## src/hw/rtl/atba_pkg.sv

```systemverilog
// ----------------------------------------------------------------------------
// atba_pkg
// shared types, constants and arithmetic helpers for the affine bbox block
// ----------------------------------------------------------------------------
`default_nettype none

package atba_pkg;

    localparam int FRAC_BITS    = 16;
    localparam int CORDIC_STEPS = 20;
    localparam int ANG_FRAC     = 30;
    localparam int DATA_W       = 32;
    localparam int PROD_W       = 2 * DATA_W;
    localparam int ACC_W        = PROD_W + 2;
    localparam int CNT_W        = $clog2(CORDIC_STEPS);
    localparam int CRD_W        = DATA_W + 2;
    localparam int ANG_W        = DATA_W + 3;

    // number of conditional subtracts of 360 << k that cover a 32-bit angle
    localparam int RED_STEPS = (FRAC_BITS < 23) ? (23 - FRAC_BITS) : 1;
    localparam int RED_KMAX  = RED_STEPS - 1;

    localparam logic signed [PROD_W-1:0] FULL_TURN = 64'sd360 <<< FRAC_BITS;
    localparam logic signed [ANG_W-1:0]  FULL_A    = ANG_W'(64'sd360 <<< FRAC_BITS);
    localparam logic signed [ANG_W-1:0]  HALF_A    = ANG_W'(64'sd180 <<< FRAC_BITS);
    localparam logic signed [ANG_W-1:0]  QUART_A   = ANG_W'(64'sd90 <<< FRAC_BITS);

    localparam logic signed [DATA_W-1:0] INV_GAIN   = 32'sd652032874;
    localparam logic signed [DATA_W-1:0] DEG_TO_RAD =
        DATA_W'(((64'd314159 << 30) + 64'd9000000) / 64'd18000000);
    localparam logic signed [DATA_W-1:0] ONE_FX = DATA_W'(64'sd1 <<< FRAC_BITS);

    typedef enum logic [1:0] {
        OP_SCALE = 2'd0,
        OP_TRANS = 2'd1,
        OP_ROT   = 2'd2,
        OP_PLACE = 2'd3
    } op_t;

    typedef enum logic [3:0] {
        ST_IDLE,
        ST_SCALE,
        ST_TRANS,
        ST_RED,
        ST_FOLD,
        ST_ZMUL,
        ST_ZRND,
        ST_CORD,
        ST_ROT,
        ST_PCHK,
        ST_PLACE,
        ST_DONE
    } state_t;

    typedef struct packed {
        state_t           phase;
        logic [CNT_W-1:0] step;
        logic [1:0]       idx;
        logic             load;
        logic             out_load;
    } cmd_t;

    typedef struct packed {
        logic box_en;
        logic out_busy;
    } status_t;

    function automatic logic signed [DATA_W-1:0] atan_q30(input logic [4:0] i);
        logic signed [DATA_W-1:0] r;
        case (i)
            5'd0:  r = 32'sd843314857;
            5'd1:  r = 32'sd497837829;
            5'd2:  r = 32'sd263043837;
            5'd3:  r = 32'sd133525159;
            5'd4:  r = 32'sd67021687;
            5'd5:  r = 32'sd33543516;
            5'd6:  r = 32'sd16775851;
            5'd7:  r = 32'sd8388437;
            5'd8:  r = 32'sd4194283;
            5'd9:  r = 32'sd2097149;
            5'd10: r = 32'sd1048576;
            5'd11: r = 32'sd524288;
            5'd12: r = 32'sd262144;
            5'd13: r = 32'sd131072;
            5'd14: r = 32'sd65536;
            5'd15: r = 32'sd32768;
            5'd16: r = 32'sd16384;
            5'd17: r = 32'sd8192;
            5'd18: r = 32'sd4096;
            5'd19: r = 32'sd2048;
            5'd20: r = 32'sd1024;
            5'd21: r = 32'sd512;
            5'd22: r = 32'sd256;
            5'd23: r = 32'sd128;
            5'd24: r = 32'sd64;
            5'd25: r = 32'sd32;
            5'd26: r = 32'sd16;
            5'd27: r = 32'sd8;
            5'd28: r = 32'sd4;
            5'd29: r = 32'sd2;
            default: r = '0;
        endcase
        return r;
    endfunction

    // add half an lsb and floor
    function automatic logic signed [ACC_W-1:0] rnd_shift(
        input logic signed [ACC_W-1:0] v, input int s);
        logic signed [ACC_W-1:0] h;
        h = '0;
        h[s-1] = 1'b1;
        return (v + h) >>> s;
    endfunction

    function automatic logic signed [DATA_W-1:0] sat32(input logic signed [ACC_W-1:0] v);
        logic signed [ACC_W-1:0] hi;
        logic signed [ACC_W-1:0] lo;
        hi = {{(ACC_W-DATA_W+1){1'b0}}, {(DATA_W-1){1'b1}}};
        lo = {{(ACC_W-DATA_W+1){1'b1}}, {(DATA_W-1){1'b0}}};
        if (v > hi) return hi[DATA_W-1:0];
        if (v < lo) return lo[DATA_W-1:0];
        return v[DATA_W-1:0];
    endfunction

endpackage

`default_nettype wire

```

## src/hw/rtl/atba_ctrl.sv

```systemverilog
// ----------------------------------------------------------------------------
// atba_ctrl
// operation sequencer: steps the datapath through each operation
// ----------------------------------------------------------------------------
`default_nettype none

module atba_ctrl (
    input  wire logic             aclk,
    input  wire logic             aresetn,
    input  wire logic             in_valid,
    input  atba_pkg::op_t         in_op,
    output logic                  in_ready,
    input  atba_pkg::status_t     status,
    output atba_pkg::cmd_t        cmd
);
    import atba_pkg::*;

    state_t           state_reg, state_next;
    logic [CNT_W-1:0] cnt_reg, cnt_next;
    logic [1:0]       idx_reg, idx_next;
    logic             load, out_load;

    always_ff @(posedge aclk) begin
        if (!aresetn) begin
            state_reg <= ST_IDLE;
            cnt_reg   <= '0;
            idx_reg   <= '0;
        end else begin
            state_reg <= state_next;
            cnt_reg   <= cnt_next;
            idx_reg   <= idx_next;
        end
    end

    always_comb begin
        state_next = state_reg;
        cnt_next   = cnt_reg + 1'b1;
        idx_next   = idx_reg;
        load       = 1'b0;
        out_load   = 1'b0;
        unique case (state_reg)
            ST_IDLE: begin
                cnt_next = '0;
                idx_next = '0;
                if (in_valid) begin
                    load = 1'b1;
                    unique case (in_op)
                        OP_SCALE: state_next = ST_SCALE;
                        OP_TRANS: state_next = ST_TRANS;
                        OP_ROT:   state_next = ST_RED;
                        OP_PLACE: state_next = ST_PCHK;
                        default:  state_next = ST_IDLE;
                    endcase
                end
            end
            ST_SCALE: begin
                if (cnt_reg == CNT_W'(6)) state_next = ST_DONE;
            end
            ST_TRANS: state_next = ST_DONE;
            ST_RED: begin
                if (cnt_reg == CNT_W'(RED_KMAX)) state_next = ST_FOLD;
            end
            ST_FOLD: state_next = ST_ZMUL;
            ST_ZMUL: state_next = ST_ZRND;
            ST_ZRND: begin
                state_next = ST_CORD;
                cnt_next   = '0;
            end
            ST_CORD: begin
                if (cnt_reg == CNT_W'(CORDIC_STEPS - 1)) begin
                    state_next = ST_ROT;
                    cnt_next   = '0;
                    idx_next   = '0;
                end
            end
            ST_ROT: begin
                if (cnt_reg == CNT_W'(5)) begin
                    cnt_next = '0;
                    idx_next = idx_reg + 1'b1;
                    if (idx_reg == 2'd2) state_next = ST_DONE;
                end
            end
            ST_PCHK: begin
                cnt_next   = '0;
                state_next = status.box_en ? ST_PLACE : ST_DONE;
            end
            ST_PLACE: begin
                if (cnt_reg == CNT_W'(5)) begin
                    cnt_next = '0;
                    idx_next = idx_reg + 1'b1;
                    if (idx_reg == 2'd3) state_next = ST_DONE;
                end
            end
            ST_DONE: begin
                if (!status.out_busy) begin
                    out_load   = 1'b1;
                    state_next = ST_IDLE;
                end
            end
            default: state_next = ST_IDLE;
        endcase
    end

    assign in_ready     = (state_reg == ST_IDLE);
    assign cmd.phase    = state_reg;
    assign cmd.step     = cnt_reg;
    assign cmd.idx      = idx_reg;
    assign cmd.load     = load;
    assign cmd.out_load = out_load;

endmodule

`default_nettype wire

```

## config.mk

```make
export PLATFORM = sky130hd
export DESIGN_NAME = atba_ctrl
export DESIGN_NICKNAME = d
export VERILOG_FILES = /design/src/hw/rtl/atba_pkg.sv /design/src/hw/rtl/atba_ctrl.sv
export SDC_FILE = /design/constraint.sdc
export NUM_CORES = 1
export LEC_CHECK = 0
export BUFFER_PORTS_ARGS = -buffer_cell sky130_fd_sc_hd__buf_2
export CAP_MARGIN = 10
export CELL_PAD_IN_SITES_DETAIL_PLACEMENT = 1
export CELL_PAD_IN_SITES_GLOBAL_PLACEMENT = 1
export CORE_MARGIN = 1
export CORE_UTILIZATION = 26
export CTS_CLUSTER_SIZE = 40
export DETAILED_ROUTE_END_ITERATION = 6
export PLACE_DENSITY = 0.54
export SYNTH_ARGS = -nofsm -noshare
export SYNTH_HDL_FRONTEND = slang
export SYNTH_SLANG_ARGS = --single-unit
```

## constraint.sdc

```tcl
create_clock -name aclk -period 2.4 [get_ports aclk]
set_clock_uncertainty 0.15 [all_clocks]
set_input_delay 0.12 -clock aclk [delete_from_list [all_inputs] [get_ports aclk]]
set_output_delay 0.12 -clock aclk [all_outputs]
set_load 0.02 [all_outputs]
```

==> impl_metrics.py <==
metrics = {
    "drt": {
        "drc_errors": 0,
        "dr.pass1.iters": 2,
        "initialDrtViolationCount": 3,
        "finalWirelength_um": 2040,
        "num_vias": 735,
        "wire_per_inst_um": 14.5,
        "ant_nets": 0,
        "vias_per_cell": 5.21,
    },
    "sta": {
        "finalMaxSlewViolations": 0,
        "worst_pin_slew_ns": 0.526,
        "fin_crit_ns": 1.96,
        "hold_viol": 0,
        "rsz0062_at_grt": "no",
        "max_freq_ghz": 0.510,
        "slew_headroom_pct": 64.6,
        "finalSetupViolations": 0,
        "period_share_pct": 81.7,
        "whs_ns": 0.0733,
        "setup-tns-final_ns": 0,
    },
    "clock_network": {
        "tritoncts": "done",
        "post_cts_buffers": 0,
        "cts.sink_count": 11,
        "clk_latency_ns": 0.28,
        "cts-resized-gates": 0,
        "clockBufferDepth": 2,
        "ctsHoldBuffers": 0,
        "clk_pin_slew_worst_paths_ns": 0.08,
        "htreeDepth": 1,
        "root_buffer": "clkbuf_4",
        "cts-buffers-inserted": 3,
    },
    "synthesis": {
        "yosysTopAreaCell": "dfxtp_1",
        "netlist_area_um2": 783,
        "synth.distinct_cells": 38,
        "ys.warnings.count": 0,
        "ys_ff_latch": 11,
        "synth_cells": 92,
        "syn_area_per_cell_um2": 8.51,
        "syn_nets": 106,
        "synth_top_cell_area_share_pct": 28.1,
        "ys_seq_area_share_pct": 28.1,
        "synthTopCellsByArea": "dfxtp_1 28%, ha_1 11%, nor3b_1 4.8%, mux2i_1 3.8%, inv_1 3.4%",
    },
    "placement": {
        "hpwl_um": 1510,
        "numPortBuffers": 20,
        "place.gp.congestion": 0.678,
    },
    "worst_setup_path": {
        "end_kind": "register",
        "r2r_slack_ns": 0.44,
        "r2r_start": "state_reg[3]$_SDFFE_PN0P_",
        "critical_path_required_ns": 2.46,
        "r2r-end": "state_reg[1]$_SDFFE_PN0P_",
        "critPathCapture": "state_reg[1]$_SDFFE_PN0P_",
        "crit_start": "state_reg[3]$_SDFFE_PN0P_",
        "cp_slowest_cell": "dfxtp_1",
        "r2r_cells": 4,
        "path_cells": "or3b_4, a211oi_1, a211o_1, mux2i_1",
        "critical_path.max_fanout": 13,
        "cp.arrival_ns": 2.02,
        "cpPeakStageDelay_ns": 0.54,
        "critPathKind": "register to register",
        "worst_setup_path_start_kind": "register",
    },
    "floorplanning": {
        "fp.dieArea_um2": 3240,
        "core_um2": 2810,
        "boundaryPins": 21,
        "die_w_um": 56.9,
        "die_h_um": 56.9,
        "start_util_pct": 27.9,
        "rows": 19,
    },
    "cells_and_area": {
        "fillers": 346,
        "drive_gt1_share_pct": 24.5,
        "final_common_cell": "buf_2",
        "syn_to_final_growth_pct": 17.6,
        "antennaDiodeCount": 0,
        "fin_nets": 125,
        "layout_common_cells": "20 x buf_2, 11 x dfxtp_1, 7 x inv_1, 7 x ha_1, 6 x nand2_1",
        "largest_register_ffs": 5,
    },
    "power_and_ir_drop": {
        "irDropWorstVdd_mv": 0.383,
        "powerDensity_nw_per_um2": 962,
        "leakagePower_nw": 0.396,
    },
    "min_path": {
        "worstHoldPathType": "input port to register",
    },
    "run": {
        "cap_violations": 0,
    },
    "global_routing": {
        "grt_pass1_vias": 680,
        "overflow": 0,
        "grt_pass1_wl_um": 3210,
        "grt_usage_pct": 13.1,
        "grt_start_max_net_pins": 16,
        "antenna_found_initial": 0,
    },
    "outcome": {
        "outcome": "finished, final reports clean",
    },
}
-- where the power goes --
group | internal (mW) | leakage [nW] | total (mW) | switching [mW]
clock network | 0.0645 | 0.0150 | 0.135 | 0.0703
registers | 0.221 | 0.0897 | 0.307 | 0.0861
logic | 0.178 | 0.291 | 0.444 | 0.266
-- cell type report --
type / instances / area (um2) / area share (%)
clock buffers: 4 / 26.3 / 2.85
inverters: 7 / 26.3 / 2.85
multi-input cells: 67 / 502 / 54.5
flip-flops and latches: 11 / 220 / 23.9
well taps: 31 / 38.8 / 4.21
repair buffers: 21 / 108 / 11.7
-- worst max-delay path, delay by kind of cell, from the launching register on --
family / cells / cell delay, ns
flops: 1 / 0.54
simple gates: 1 / 0.46
compound gates: 2 / 0.55
mux: 1 / 0.20
-- cell families after synthesis --
| logic type | share of synthesized area, % |
|---|---|
| buf+inv | 7.83 |
| fa+ha+maj | 11.2 |
| compound gates | 17.6 |
| xor+xnor | 3.36 |
| mux | 3.83 |
| flops | 28.1 |
| simple gates | 28.1 |
-- routing by layer --
layer | track usage [%] | vias to the layer above | share of wire (%)
met5 | 0 | - | 0
met4 | 4.18 | 0 | 0.83
met3 | 4.15 | 3 | 2.9
met2 | 20.8 | 9 | 48
met1 | 16.6 | 354 | 48
li1 | - | 369 | -
-- through the flow --
step	area [um2]	worst slack [ns]	total power [mW]	utilization (%)	instances
2_1_floorplan	783	0.352	0.624	-	92
3_3_place_gp	895	0.480	0.753	31.9	137
3_5_place_dp	895	0.446	0.758	31.9	137
4_1_cts	921	0.420	0.896	32.8	141
5_1_grt	921	0.332	0.950	32.8	141
6_report	921	0.439	0.886	32.8	141
-- how the worst min path moves through the flow --
stage	to	from	cells after the start	slack [ns]
after floorplan	state_reg[0]$_SDFFE_PN0P_	aresetn	2	0.13
after global placement	idx_reg[0]$_SDFFE_PN0P_	idx_reg[0]$_SDFFE_PN0P_	2	0.35
after detailed placement	cmd[0]	status[0]	3	0.37
after CTS	idx_reg[1]$_SDFFE_PN0P_	aresetn	2	0.07
after global routing	idx_reg[1]$_SDFFE_PN0P_	aresetn	2	0.08
final	idx_reg[1]$_SDFFE_PN0P_	aresetn	2	0.07
-- cell usage after synthesis --
master	instances
dfxtp_1	11
ha_1	7
inv_1	7
nand2_1	6
nor3b_1	5
clkbuf_1	4
o21ai_0	4
a21boi_1	3
a21oi_1	3
mux2i_1	3
nand3_1	3
nor2_1	3
buf_4	2
nand4_1	2
nor4_1	2
o2111ai_1	2
o21ai_1	2
or4_1	2
xor2_1	2
a211o_1	1
a211oi_1	1
a21boi_0	1
and2_1	1
and4_1	1
and4bb_1	1
and4bb_2	1
buf_2	1
nand2b_1	1
nand4b_1	1
nor2b_1	1
nor3_1	1
nor4bb_1	1
o211ai_1	1
o22ai_2	1
o311ai_1	1
or3_1	1
or3b_4	1
xnor2_1	1
Note: power is estimated with default switching activity, not from simulation.
